**config.mk**
```make
export PLATFORM = sky130hd
export DESIGN_NAME = scaler_event_delta_decoder_flat
export DESIGN_NICKNAME = d
export VERILOG_FILES = /design/src/sedd_pkg.sv /design/src/sedd_if.sv /design/src/sedd_ram.sv /design/src/sedd_decode.sv /design/src/sedd_delta.sv /design/src/sedd_outq.sv /design/src/scaler_event_delta_decoder.sv /design/src/flat_wrapper.sv
export SDC_FILE = /design/constraint.sdc
export NUM_CORES = 1
export LEC_CHECK = 0
export BUFFER_PORTS_ARGS = -buffer_cell sky130_fd_sc_hd__clkbuf_2
export CORE_AREA = 2 2 342 344
export CTS_BUF_LIST = sky130_fd_sc_hd__clkbuf_8
export DETAILED_ROUTE_END_ITERATION = 10
export DIE_AREA = 0 0 344 346
export HOLD_SLACK_MARGIN = 0.05
export PLACE_DENSITY = 0.6
export REMOVE_ABC_BUFFERS = 1
export SETUP_SLACK_MARGIN = 0.2
export SLEW_MARGIN = 0
export SYNTH_ARGS = -nofsm -noshare
export SYNTH_HDL_FRONTEND = slang
export SYNTH_SLANG_ARGS = --single-unit
```
**constraint.sdc**
```tcl
create_clock -name clock -period 9.25 [get_ports clock]
set_input_delay 0.925 -clock clock [delete_from_list [all_inputs] [get_ports clock]]
set_output_delay 0.925 -clock clock [all_outputs]
set_load 0.1 [all_outputs]
```
**src/sedd_pkg.sv**
```systemverilog
package sedd_pkg;

   localparam int WORD_W        = 32;
   localparam int COUNT_W       = 26;
   localparam int CHAN_W        = 5;
   localparam int TRIG_NUM_W    = 16;
   localparam int TRIG_TYPE_W   = 2;
   localparam int WCOUNT_W      = 6;
   localparam int KIND_W        = 3;
   localparam int CSR_INDEX_W   = 1;

   localparam int TOP_LSB       = 27;
   localparam int MARK_POS      = 26;
   localparam int WCOUNT_LSB    = 18;
   localparam int TYPE_LSB      = 16;

   localparam int DEFAULT_NUM_CHANNELS = 32;
   localparam logic [COUNT_W-1:0] MAX_DELTA_RESET = COUNT_W'(200);

   localparam logic [CSR_INDEX_W-1:0] CSR_MODULE_GEO = 1'b0;
   localparam logic [CSR_INDEX_W-1:0] CSR_MAX_DELTA  = 1'b1;

   typedef enum logic [KIND_W-1:0] {
      KIND_HEADER   = 3'd0,
      KIND_GEO_MISS = 3'd1,
      KIND_DATA     = 3'd2,
      KIND_ABORT    = 3'd3,
      KIND_RANGE    = 3'd4
   } kind_type;

   // decoded word waiting for its counter table lookup
   typedef struct packed {
      kind_type                kind;
      logic [CHAN_W-1:0]       channel;
      logic [COUNT_W-1:0]      raw_count;
      logic [TRIG_NUM_W-1:0]   trigger_number;
      logic [TRIG_TYPE_W-1:0]  trigger_type;
      logic [WCOUNT_W-1:0]     channel_words;
      logic                    last;
   } stage_type;

   typedef struct packed {
      kind_type                kind;
      logic [CHAN_W-1:0]       channel;
      logic [COUNT_W-1:0]      raw_count;
      logic [COUNT_W-1:0]      delta;
      logic                    delta_valid;
      logic [TRIG_NUM_W-1:0]   trigger_number;
      logic [TRIG_TYPE_W-1:0]  trigger_type;
      logic [WCOUNT_W-1:0]     channel_words;
      logic                    last;
   } result_type;

endpackage

```
**src/sedd_if.sv**
```systemverilog
interface sedd_req_if;
   logic                          valid;
   logic                          ready;
   logic [sedd_pkg::WORD_W-1:0]   word;

   modport source (output valid, output word, input ready);
   modport sink   (input valid, input word, output ready);
endinterface

interface sedd_rsp_if;
   logic                               valid;
   logic                               ready;
   sedd_pkg::kind_type                 kind;
   logic [sedd_pkg::CHAN_W-1:0]        channel;
   logic [sedd_pkg::COUNT_W-1:0]       raw_count;
   logic [sedd_pkg::COUNT_W-1:0]       delta;
   logic                               delta_valid;
   logic [sedd_pkg::TRIG_NUM_W-1:0]    trigger_number;
   logic [sedd_pkg::TRIG_TYPE_W-1:0]   trigger_type;
   logic [sedd_pkg::WCOUNT_W-1:0]      channel_words;
   logic                               last;

   modport source (output valid, output kind, output channel, output raw_count,
                   output delta, output delta_valid, output trigger_number,
                   output trigger_type, output channel_words, output last,
                   input ready);
   modport sink   (input valid, input kind, input channel, input raw_count,
                   input delta, input delta_valid, input trigger_number,
                   input trigger_type, input channel_words, input last,
                   output ready);
endinterface

```
**src/sedd_ram.sv**
```systemverilog
module sedd_ram #(
   parameter int WIDTH = 8,
   parameter int DEPTH = 32
) (
   input  logic                                   clock,
   input  logic                                   wr_en,
   input  logic [(DEPTH > 1 ? $clog2(DEPTH) : 1)-1:0] wr_addr,
   input  logic [WIDTH-1:0]                       wr_data,
   input  logic                                   rd_en,
   input  logic [(DEPTH > 1 ? $clog2(DEPTH) : 1)-1:0] rd_addr,
   output logic [WIDTH-1:0]                       rd_data
);

   logic [WIDTH-1:0] mem_ff [DEPTH];
   logic [WIDTH-1:0] rd_data_ff;

   always_ff @(posedge clock) begin
      if (wr_en) begin
         mem_ff[wr_addr] <= wr_data;
      end
      if (rd_en) begin
         rd_data_ff <= mem_ff[rd_addr];
      end
   end

   assign rd_data = rd_data_ff;

endmodule

```
**src/sedd_decode.sv**
```systemverilog
module sedd_decode #(
   parameter int NUM_CHANNELS = sedd_pkg::DEFAULT_NUM_CHANNELS
) (
   input  logic                                          clock,
   input  logic                                          reset,
   input  logic                                          accept,
   input  logic [sedd_pkg::WORD_W-1:0]                   word,
   input  logic [sedd_pkg::CHAN_W-1:0]                   module_geo,
   output logic [(NUM_CHANNELS > 1 ? $clog2(NUM_CHANNELS) : 1)-1:0] rd_addr,
   output logic                                          s1_valid,
   output sedd_pkg::stage_type                           s1_item
);
   import sedd_pkg::*;

   localparam int AW = NUM_CHANNELS > 1 ? $clog2(NUM_CHANNELS) : 1;

   logic [WCOUNT_W-1:0]    words_left_ff, words_left_in;
   logic [TRIG_NUM_W-1:0]  held_tn_ff, held_tn_in;
   logic [TRIG_TYPE_W-1:0] held_tt_ff, held_tt_in;
   logic                   s1_valid_ff;
   stage_type              s1_item_ff, item;

   logic [CHAN_W-1:0]      top;
   logic                   mark;
   logic [WCOUNT_W-1:0]    cnt;
   logic [WCOUNT_W-1:0]    left_dec;
   logic                   in_range;

   always_comb begin
      top      = word[TOP_LSB +: CHAN_W];
      mark     = word[MARK_POS];
      cnt      = mark ? word[WCOUNT_LSB +: WCOUNT_W] : '0;
      left_dec = words_left_ff - WCOUNT_W'(1);
      in_range = 32'(top) < NUM_CHANNELS;

      words_left_in = words_left_ff;
      held_tn_in    = held_tn_ff;
      held_tt_in    = held_tt_ff;
      item          = '0;
      item.kind     = KIND_HEADER;

      priority if (words_left_ff == '0) begin
         if (top != module_geo) begin
            item.kind = KIND_GEO_MISS;
            item.last = 1'b1;
         end else begin
            held_tn_in          = mark ? word[TRIG_NUM_W-1:0] : '0;
            held_tt_in          = mark ? word[TYPE_LSB +: TRIG_TYPE_W] : '0;
            words_left_in       = cnt;
            item.trigger_number = held_tn_in;
            item.trigger_type   = held_tt_in;
            item.channel_words  = cnt;
            item.last           = (cnt == '0);
         end
      end else if (mark) begin
         // header mark in the middle of an event aborts it
         words_left_in = '0;
         item.kind     = KIND_ABORT;
         item.last     = 1'b1;
      end else begin
         words_left_in       = left_dec;
         item.kind           = in_range ? KIND_DATA : KIND_RANGE;
         item.channel        = top;
         item.raw_count      = word[COUNT_W-1:0];
         item.trigger_number = held_tn_ff;
         item.trigger_type   = held_tt_ff;
         item.last           = (left_dec == '0);
      end
   end

   always_ff @(posedge clock) begin
      if (reset) begin
         words_left_ff <= '0;
         held_tn_ff    <= '0;
         held_tt_ff    <= '0;
         s1_valid_ff   <= 1'b0;
      end else begin
         s1_valid_ff <= accept;
         if (accept) begin
            words_left_ff <= words_left_in;
            held_tn_ff    <= held_tn_in;
            held_tt_ff    <= held_tt_in;
         end
      end
   end

   always_ff @(posedge clock) begin
      if (accept) begin
         s1_item_ff <= item;
      end
   end

   assign rd_addr  = top[AW-1:0];
   assign s1_valid = s1_valid_ff;
   assign s1_item  = s1_item_ff;

endmodule

```
**src/sedd_delta.sv**
```systemverilog
module sedd_delta #(
   parameter int NUM_CHANNELS = sedd_pkg::DEFAULT_NUM_CHANNELS
) (
   input  logic                                          clock,
   input  logic                                          reset,
   input  logic                                          rd_en,
   input  logic [(NUM_CHANNELS > 1 ? $clog2(NUM_CHANNELS) : 1)-1:0] rd_addr,
   input  logic                                          s1_valid,
   input  sedd_pkg::stage_type                           s1_item,
   input  logic [sedd_pkg::COUNT_W-1:0]                  max_delta,
   output sedd_pkg::result_type                          result
);
   import sedd_pkg::*;

   localparam int AW = NUM_CHANNELS > 1 ? $clog2(NUM_CHANNELS) : 1;

   logic [NUM_CHANNELS-1:0] entry_valid_ff;
   logic                    fwd_valid_ff;
   logic [AW-1:0]           fwd_addr_ff;
   logic [COUNT_W-1:0]      fwd_data_ff;

   logic [AW-1:0]           addr;
   logic                    wr_en;
   logic [COUNT_W-1:0]      rd_data;
   logic [COUNT_W-1:0]      prev;
   logic [COUNT_W-1:0]      diff;
   logic [COUNT_W-1:0]      sat;

   sedd_ram #(
      .WIDTH (COUNT_W),
      .DEPTH (NUM_CHANNELS)
   ) u_count_ram (
      .clock   (clock),
      .wr_en   (wr_en),
      .wr_addr (addr),
      .wr_data (s1_item.raw_count),
      .rd_en   (rd_en),
      .rd_addr (rd_addr),
      .rd_data (rd_data)
   );

   always_comb begin
      addr  = s1_item.channel[AW-1:0];
      wr_en = s1_valid && (s1_item.kind == KIND_DATA);

      // the ram read was issued while the previous word was writing back
      if (fwd_valid_ff && (fwd_addr_ff == addr)) begin
         prev = fwd_data_ff;
      end else if (entry_valid_ff[addr]) begin
         prev = rd_data;
      end else begin
         prev = '0;
      end

      diff = s1_item.raw_count - prev;
      sat  = (diff > max_delta) ? max_delta : diff;

      result.kind           = s1_item.kind;
      result.channel        = s1_item.channel;
      result.raw_count      = s1_item.raw_count;
      result.delta          = (s1_item.kind == KIND_DATA) ? sat : '0;
      result.delta_valid    = (s1_item.kind == KIND_DATA) && (sat != '0);
      result.trigger_number = s1_item.trigger_number;
      result.trigger_type   = s1_item.trigger_type;
      result.channel_words  = s1_item.channel_words;
      result.last           = s1_item.last;
   end

   always_ff @(posedge clock) begin
      if (reset) begin
         entry_valid_ff <= '0;
         fwd_valid_ff   <= 1'b0;
      end else begin
         fwd_valid_ff <= wr_en;
         if (wr_en) begin
            entry_valid_ff[addr] <= 1'b1;
         end
      end
   end

   always_ff @(posedge clock) begin
      if (wr_en) begin
         fwd_addr_ff <= addr;
         fwd_data_ff <= s1_item.raw_count;
      end
   end

endmodule

```
**src/sedd_outq.sv**
```systemverilog
module sedd_outq (
   input  logic                  clock,
   input  logic                  reset,
   input  logic                  push,
   input  sedd_pkg::result_type  push_data,
   input  logic                  pop,
   output logic                  not_empty,
   output sedd_pkg::result_type  head,
   output logic [1:0]            count
);
   import sedd_pkg::*;

   localparam int DEPTH = 3;
   localparam int PW    = $clog2(DEPTH);

   result_type       entry_ff [DEPTH];
   logic [PW-1:0]    wr_ptr_ff, wr_ptr_in;
   logic [PW-1:0]    rd_ptr_ff, rd_ptr_in;
   logic [PW:0]      count_ff, count_in;

   always_comb begin
      wr_ptr_in = wr_ptr_ff;
      rd_ptr_in = rd_ptr_ff;
      if (push) begin
         wr_ptr_in = (wr_ptr_ff == PW'(DEPTH - 1)) ? '0 : wr_ptr_ff + PW'(1);
      end
      if (pop) begin
         rd_ptr_in = (rd_ptr_ff == PW'(DEPTH - 1)) ? '0 : rd_ptr_ff + PW'(1);
      end
      count_in = count_ff + (PW + 1)'(push) - (PW + 1)'(pop);
   end

   always_ff @(posedge clock) begin
      if (reset) begin
         wr_ptr_ff <= '0;
         rd_ptr_ff <= '0;
         count_ff  <= '0;
      end else begin
         wr_ptr_ff <= wr_ptr_in;
         rd_ptr_ff <= rd_ptr_in;
         count_ff  <= count_in;
      end
   end

   always_ff @(posedge clock) begin
      if (push) begin
         entry_ff[wr_ptr_ff] <= push_data;
      end
   end

   assign not_empty = (count_ff != '0);
   assign head      = entry_ff[rd_ptr_ff];
   assign count     = count_ff[1:0];

endmodule

```
**src/scaler_event_delta_decoder.sv**
```systemverilog
// scaler event delta decoder
//
// req_chan carries 32-bit readout words of a scaler event: a header with geo
// address, channel word count and trigger fields, then one word per channel
// with a channel number and a 26-bit counter. rsp_chan returns one transaction
// per accepted word: header accepted, geo mismatch, channel data with the
// saturated counter change since the last word of that channel, abort on an
// unexpected header mark, or channel out of range.
// csr_* writes module_geo (index 0) and max_delta (index 1); the user must
// write them only while idle; the block does not enforce it.
// throughput: one word per cycle, sustained while rsp_chan.ready holds; the
// last-count table is a single-port-write, single-port-read ram and each word
// does one read in the accept cycle and, for channel data, one write-back in
// the next, with a bypass for a repeat of a channel in consecutive words.
// a word's result is formed in the cycle after it is accepted, then queued.
// a three-entry result queue decouples the sides: req_chan.ready drops only
// when the queue and the lookup stage together hold three transactions, so a
// stalled receiver backs up into the input after three words.
// reset clears the event state, both registers to their defaults and the
// per-channel valid bits, so every counter reads as zero at once; no sweep.
module scaler_event_delta_decoder #(
   parameter int NUM_CHANNELS = sedd_pkg::DEFAULT_NUM_CHANNELS
) (
   input  logic                                clock,
   input  logic                                reset,
   sedd_req_if.sink                            req_chan,
   sedd_rsp_if.source                          rsp_chan,
   input  logic                                csr_wr_en,
   input  logic [sedd_pkg::CSR_INDEX_W-1:0]    csr_index,
   input  logic [sedd_pkg::COUNT_W-1:0]        csr_wr_data
);
   import sedd_pkg::*;

   localparam int AW = NUM_CHANNELS > 1 ? $clog2(NUM_CHANNELS) : 1;

   // configuration registers
   logic [CHAN_W-1:0]  module_geo_ff;
   logic [COUNT_W-1:0] max_delta_ff;

   logic               accept;
   logic [AW-1:0]      rd_addr;
   logic               s1_valid;
   stage_type          s1_item;
   result_type         result;
   result_type         head;
   logic               q_not_empty;
   logic [1:0]         q_count;
   logic               pop;

   always_ff @(posedge clock) begin
      if (reset) begin
         module_geo_ff <= '0;
         max_delta_ff  <= MAX_DELTA_RESET;
      end else if (csr_wr_en) begin
         unique case (csr_index)
            CSR_MODULE_GEO: module_geo_ff <= csr_wr_data[CHAN_W-1:0];
            CSR_MAX_DELTA:  max_delta_ff  <= csr_wr_data;
         endcase
      end
   end

   // room in the result queue for the word in the lookup stage and the new one
   assign req_chan.ready = (3'(q_count) + 3'(s1_valid)) <= 3'd2;
   assign accept         = req_chan.valid && req_chan.ready;

   // header tracking and word decode; issues the table read
   sedd_decode #(
      .NUM_CHANNELS (NUM_CHANNELS)
   ) u_decode (
      .clock      (clock),
      .reset      (reset),
      .accept     (accept),
      .word       (req_chan.word),
      .module_geo (module_geo_ff),
      .rd_addr    (rd_addr),
      .s1_valid   (s1_valid),
      .s1_item    (s1_item)
   );

   // table lookup, change computation and write-back
   sedd_delta #(
      .NUM_CHANNELS (NUM_CHANNELS)
   ) u_delta (
      .clock     (clock),
      .reset     (reset),
      .rd_en     (accept),
      .rd_addr   (rd_addr),
      .s1_valid  (s1_valid),
      .s1_item   (s1_item),
      .max_delta (max_delta_ff),
      .result    (result)
   );

   assign pop = q_not_empty && rsp_chan.ready;

   sedd_outq u_outq (
      .clock     (clock),
      .reset     (reset),
      .push      (s1_valid),
      .push_data (result),
      .pop       (pop),
      .not_empty (q_not_empty),
      .head      (head),
      .count     (q_count)
   );

   assign rsp_chan.valid          = q_not_empty;
   assign rsp_chan.kind           = head.kind;
   assign rsp_chan.channel        = head.channel;
   assign rsp_chan.raw_count      = head.raw_count;
   assign rsp_chan.delta          = head.delta;
   assign rsp_chan.delta_valid    = head.delta_valid;
   assign rsp_chan.trigger_number = head.trigger_number;
   assign rsp_chan.trigger_type   = head.trigger_type;
   assign rsp_chan.channel_words  = head.channel_words;
   assign rsp_chan.last           = head.last;

   // queue never overflows when the lookup stage pushes
   assert property (@(posedge clock) disable iff (reset)
      s1_valid |-> (q_count != 2'd3))
      else $error("result queue overflow");

   // every accepted word reaches the lookup stage next cycle
   assert property (@(posedge clock) disable iff (reset)
      accept |=> s1_valid)
      else $error("accepted word lost before lookup");

   // an abort or geo mismatch closes the event
   assert property (@(posedge clock) disable iff (reset)
      (rsp_chan.valid && (rsp_chan.kind == KIND_ABORT ||
                          rsp_chan.kind == KIND_GEO_MISS)) |-> rsp_chan.last)
      else $error("abort or mismatch without last");

   // only channel data carries a change
   assert property (@(posedge clock) disable iff (reset)
      (rsp_chan.valid && rsp_chan.kind != KIND_DATA) |->
         (rsp_chan.delta == '0 && !rsp_chan.delta_valid))
      else $error("change reported on a non-data transaction");

endmodule
```
**src/flat_wrapper.sv**
```systemverilog
// flat-port wrapper written by rule: the top's interface ports become plain ports
module scaler_event_delta_decoder_flat import sedd_pkg::*;
#(
   parameter int NUM_CHANNELS = sedd_pkg::DEFAULT_NUM_CHANNELS
)
  (clock, reset, csr_wr_en, csr_index, csr_wr_data, req_chan_valid, req_chan_word, req_chan_ready, rsp_chan_valid, rsp_chan_kind, rsp_chan_channel, rsp_chan_raw_count, rsp_chan_delta, rsp_chan_delta_valid, rsp_chan_trigger_number, rsp_chan_trigger_type, rsp_chan_channel_words, rsp_chan_last, rsp_chan_ready);
  sedd_req_if req_chan_i ();
  sedd_rsp_if rsp_chan_i ();
  input  logic clock;
  input  logic reset;
  input  logic csr_wr_en;
  input  logic [sedd_pkg::CSR_INDEX_W-1:0] csr_index;
  input  logic [sedd_pkg::COUNT_W-1:0] csr_wr_data;
  input wire logic [$bits(req_chan_i.valid)-1:0] req_chan_valid;
  input wire logic [$bits(req_chan_i.word)-1:0] req_chan_word;
  output wire logic [$bits(req_chan_i.ready)-1:0] req_chan_ready;
  output wire logic [$bits(rsp_chan_i.valid)-1:0] rsp_chan_valid;
  output wire logic [$bits(rsp_chan_i.kind)-1:0] rsp_chan_kind;
  output wire logic [$bits(rsp_chan_i.channel)-1:0] rsp_chan_channel;
  output wire logic [$bits(rsp_chan_i.raw_count)-1:0] rsp_chan_raw_count;
  output wire logic [$bits(rsp_chan_i.delta)-1:0] rsp_chan_delta;
  output wire logic [$bits(rsp_chan_i.delta_valid)-1:0] rsp_chan_delta_valid;
  output wire logic [$bits(rsp_chan_i.trigger_number)-1:0] rsp_chan_trigger_number;
  output wire logic [$bits(rsp_chan_i.trigger_type)-1:0] rsp_chan_trigger_type;
  output wire logic [$bits(rsp_chan_i.channel_words)-1:0] rsp_chan_channel_words;
  output wire logic [$bits(rsp_chan_i.last)-1:0] rsp_chan_last;
  input wire logic [$bits(rsp_chan_i.ready)-1:0] rsp_chan_ready;
  assign req_chan_i.valid = req_chan_valid;
  assign req_chan_i.word = req_chan_word;
  assign req_chan_ready = req_chan_i.ready;
  assign rsp_chan_valid = rsp_chan_i.valid;
  assign rsp_chan_kind = rsp_chan_i.kind;
  assign rsp_chan_channel = rsp_chan_i.channel;
  assign rsp_chan_raw_count = rsp_chan_i.raw_count;
  assign rsp_chan_delta = rsp_chan_i.delta;
  assign rsp_chan_delta_valid = rsp_chan_i.delta_valid;
  assign rsp_chan_trigger_number = rsp_chan_i.trigger_number;
  assign rsp_chan_trigger_type = rsp_chan_i.trigger_type;
  assign rsp_chan_channel_words = rsp_chan_i.channel_words;
  assign rsp_chan_last = rsp_chan_i.last;
  assign rsp_chan_i.ready = rsp_chan_ready;
  scaler_event_delta_decoder #(.NUM_CHANNELS(NUM_CHANNELS)) u_core (.clock(clock), .reset(reset), .req_chan(req_chan_i), .rsp_chan(rsp_chan_i), .csr_wr_en(csr_wr_en), .csr_index(csr_index), .csr_wr_data(csr_wr_data));
endmodule
```
==> metrics.md <==
| Metric | Value |
|---|---|
| CTS Root Buffer Type | `clkbuf_8` |
| Routed wire length per instance | `between 20 and 30 um` |
| Power Density | `between 200 and 300 mW/mm^2` |
| Via count | `about 27000` |
| Clk pin slew, worst setup/hold paths | `approximately 0.06 ns` |
| Critical Path AT | `~8.5 ns` |
| DRT Pass-1 Iters | `6` |
| Main combinational cell family by area after synthesis | `multiplexers` |
| Leakage | `around 0.019 uW` |
| M2 GR Usage | `0.365` |
| Number of port buffers | `150` |
| Initial DRC Count | `roughly 2700` |
| Worst reg2reg path depth | `27` |
| Die W | `~340 um` |
| TritonCTS sink count | `1300` |
| Tcrit/Tclk final | `0.855` |
| Outcome | `complete, no violations` |
| Total Wirelength | `130000 um` |
| First-pass GRT wire length | `~190000 um` |
| H-Tree Depth | `4` |
| Fmax | `around 130 MHz` |
| Final min period | `between 7 and 8 ns` |
| Reg2Reg Capture Point | `u_core.u_outq.entry_ff[2][25]$_DFFE_PP_` |
| Syn Area/Cell | `about 18 sq um` |
| Setup TNS | `0 ns` |
| Hold crit path type | `in -> reg` |
| Final hold viol count | `0` |
| Critical path class | `reg -> reg` |
| Post-CTS Setup Repair Bufs | `0` |
| Synth Area in XOR/XNOR | `0.00663` |
| Die area | `between 0.1 and 0.15 sq mm` |
| Synth top area share | `0.700` |
| Synth Area in Compound Gates | `0.0398` |
| Routed Antenna Nets | `0` |
| Synthesis Warnings | `0` |
| Critical path data required time | `between 9 and 10 ns` |
| Max-cap viol count | `0` |
| Largest net degree at the start of global routing | `119` |
| Crit start category | `flop` |
| Worst skew pair latency | `about 0.87 ns` |
| Cell with the largest stage delay on the worst path | `edfxtp_1` |
| Syn Inst Count | `2838` |
| Total Nets Final | `roughly 3200` |
| Final Max Slew Viols | `0` |
| Detailed placement HPWL | `73000 um` |
| Maximum vdd drop | `approximately 150 uV` |
| Vias per inst | `roughly 5.7` |
| Mux share of post-synthesis cell area | `0.141` |
| Routing usage on met1 | `0.297` |
| Post-synth top area cell | `edfxtp_1` |
| Multi-input combinational cell area | `0.0130 sq mm` |
| Max Root-Sink Buffers | `3` |
| Num CTS Buffers | `200` |
| Critical path destination | `u_core.u_outq.entry_ff[2][25]$_DFFE_PP_` |
| EDFF count, synth | `approximately 1200` |
| DRC Markers | `0` |
| Post-Syn Area | `roughly 0.05 sq mm` |
| CP max stage delay | `between 0.9 and 1 ns` |
| Total global routing overflow | `0` |
| Starting Density | `0.447` |
| M3 GR Usage | `0.0367` |
| FF-to-FF Start | `u_core.u_decode.s1_item[51]$_SDFFCE_PP0P_` |
| CP most frequent cell | `a211oi_1` |
| # IOs | `between 150 and 200` |
| Worst R2R Setup Slack | `around 1.3 ns` |
| CTS tree | `done` |
| Adder-cell area share of the yosys netlist | `0.0149` |
| Core Box Area | `0.115 sq mm` |
| Reg area | `around 0.038 sq mm` |
| Slew HR | `0.220` |
| Worst setup path startpoint | `u_core.u_decode.s1_item[51]$_SDFFCE_PP0P_` |
| Vias in the first global route | `approximately 28000` |
| Largest cells by area after synthesis | `edfxtp_1 70%, mux4_2 11%, dfxtp_1 3.8%` |
| Cell Area, Placed | `around 0.055 sq mm` |
| Tightest Pin Transition | `around 1.2 ns` |
| Post-synth cell types | `77` |
| Ys async rst share | `0` |
| Final setup fails | `0` |
| Busiest grt layer | `met2` |
| Crit path max fanout | `29` |
| Placer Congestion | `between 0.8 and 0.9` |
| Post-synthesis simple-gate area fraction | `0.0448` |
| # resized after CTS | `0` |
| Hold buffer count at CTS | `0` |
| Fraction of layout cells with a size suffix above 1 | `0.255` |
| Ys flop type | `edfxtp_1` |
| Final Cell Area | `slightly below 0.06 sq mm` |
| Layout area overhead | `13.3%` |
| Seq/Total Area, Yosys | `0.738` |
| Synth Register Bits | `1300` |
| # fillers | `between 9000 and 10000` |
| Core Rows | `around 130` |
| GRT Util Overall | `0.220` |
| RSZ-0062 raised after global routing | `no` |
| Setup crit end kind | `flop` |
| Clock Skews | `approximately 0.030 ns` |
| Die Span Y | `346 um` |
| Antenna violations before repair | `5` |
-- layout make-up --
cell class                      instances  share of cell area
Multi-Input combinational cell       1345               0.222
Clock buffer                          208              0.0490
Antenna cell                            2           0.0000857
Inverter                               46             0.00300
Tap cell                             1524              0.0326
Clock inverter                        163              0.0170
Timing Repair Buffer                  232              0.0243
Sequential cell                      1300               0.652
-- registers in the layout, indices dropped and copies added (netlist names), named ones only --
signal                              count
u_core.u_delta.fwd_valid_ff             1
u_core.u_decode.held_tt_ff              2
u_core.u_decode.words_left_ff           6
u_core.u_decode.s1_valid                1
u_core.u_decode.held_tn_ff             16
u_core.u_delta.fwd_addr_ff              5
u_core.u_delta.fwd_data_ff             26
u_core.u_outq.entry_ff                255
u_core.module_geo_ff                    5
u_core.u_delta.u_count_ram.rd_data     26
u_core.max_delta_ff                    26
u_core.u_delta.entry_valid_ff          32
u_core.u_delta.u_count_ram.mem_ff     832
u_core.u_outq.wr_ptr_ff                 2
u_core.u_outq.count_ff                  3
u_core.u_decode.s1_item                58
u_core.u_outq.rd_ptr_ff                 2
-- logic make-up after synthesis --
family                     after synthesis
adders and majority gates               60
and+or+nand+nor                        521
xor gates and xnor gates                39
other                                    1
muxes                                  392
buffers and inverters                  193
AOI/OAI and AO/OA                      332
DFF                                   1300
-- power by group --
part | internal, uW | leakage (uW) | switching, uW | total (uW)
combinational | 1160 | 0.00521 | 3370 | 4530
sequential | 7130 | 0.0118 | 177 | 7300
clock | 2380 | 0.00219 | 2220 | 4590
total | 10700 | 0.0192 | 5770 | 16400
-- worst max-delay path: cells and delay by family, from the launching register on --
kind / cells / cell delay (ns)
adders and majority gates: 3 / 0.64
AOI/OAI and AO/OA: 13 / 3.06
muxes: 2 / 0.81
DFF: 1 / 0.99
buffers and inverters: 3 / 0.70
and+or+nand+nor: 6 / 1.36
-- layer usage --
metal  up-vias  part of all wire
met5         -           0.00010
met4         2             0.026
met3       226             0.060
met2       995              0.50
met1     14300              0.41
li1      11800                 -
-- Yosys cell counts (all sizes together) (31+ instances only) --
cell       n
a21oi    100
a22oi     31
and2      46
buf       49
clkbuf    98
dfxtp     98
edfxtp  1202
ha        58
inv       46
mux2      33
mux2i     97
mux4     262
nand2    192
nor2     186
o21ai    106
-- through the flow --
stage	worst slack [ns]	utilization	hold slack, ns	power [uW]	instances
global placement	1.48	0.473	0.438	11800	4447
floorplan	1.57	-	0.426	10600	2691
global route	0.693	0.506	0.250	17100	4819
detailed placement	1.36	0.473	0.445	11900	4447
finish	1.34	0.506	0.298	16400	4820
CTS	1.36	0.506	0.204	16500	4818
-- how the worst min path moves through the flow --
stage | endpoint | startpoint | depth (start not counted) | slack, ns
5_1_grt | u_core.max_delta_ff[24]$_SDFFE_PP0P_ | csr_wr_data[24] | 3 | 0.25
4_1_cts | u_core.max_delta_ff[6]$_SDFFE_PP1P_ | csr_wr_data[6] | 3 | 0.20
2_1_floorplan | u_core.u_decode.held_tn_ff[0]$_SDFFE_PP0P_ | u_core.u_decode.held_tn_ff[0]$_SDFFE_PP0P_ | 2 | 0.43
6_report | u_core.max_delta_ff[6]$_SDFFE_PP1P_ | csr_wr_data[6] | 3 | 0.30
3_5_place_dp | u_core.u_decode.held_tn_ff[1]$_SDFFE_PP0P_ | u_core.u_decode.held_tn_ff[1]$_SDFFE_PP0P_ | 2 | 0.44
3_3_place_gp | u_core.u_decode.held_tt_ff[0]$_SDFFE_PP0P_ | u_core.u_decode.held_tt_ff[0]$_SDFFE_PP0P_ | 2 | 0.44
-- placed cells by master, fill, tap and decap left out, drive strengths merged, types with 4 or more instances in the layout --
master / n
xor2: 18
nor3: 12
nor2: 186
clkinv: 74
a21o: 10
nor4: 10
mux2: 33
a21boi: 4
a211oi: 12
o21a: 4
a22oi: 31
mux2i: 97
clkbuf: 354
o21ai: 106
nand2: 192
clkinvlp: 9
o21bai: 5
or3: 5
inv: 116
nand3: 30
xnor2: 21
o22ai: 5
bufinv: 10
a22o: 20
nand2b: 8
a21oi: 100
nor2b: 9
nand4: 5
dfxtp: 98
o211ai: 8
ha: 58
nand3b: 5
and2: 46
edfxtp: 1202
buf: 86
mux4: 262
Note: power is estimated with default switching activity, not from simulation.
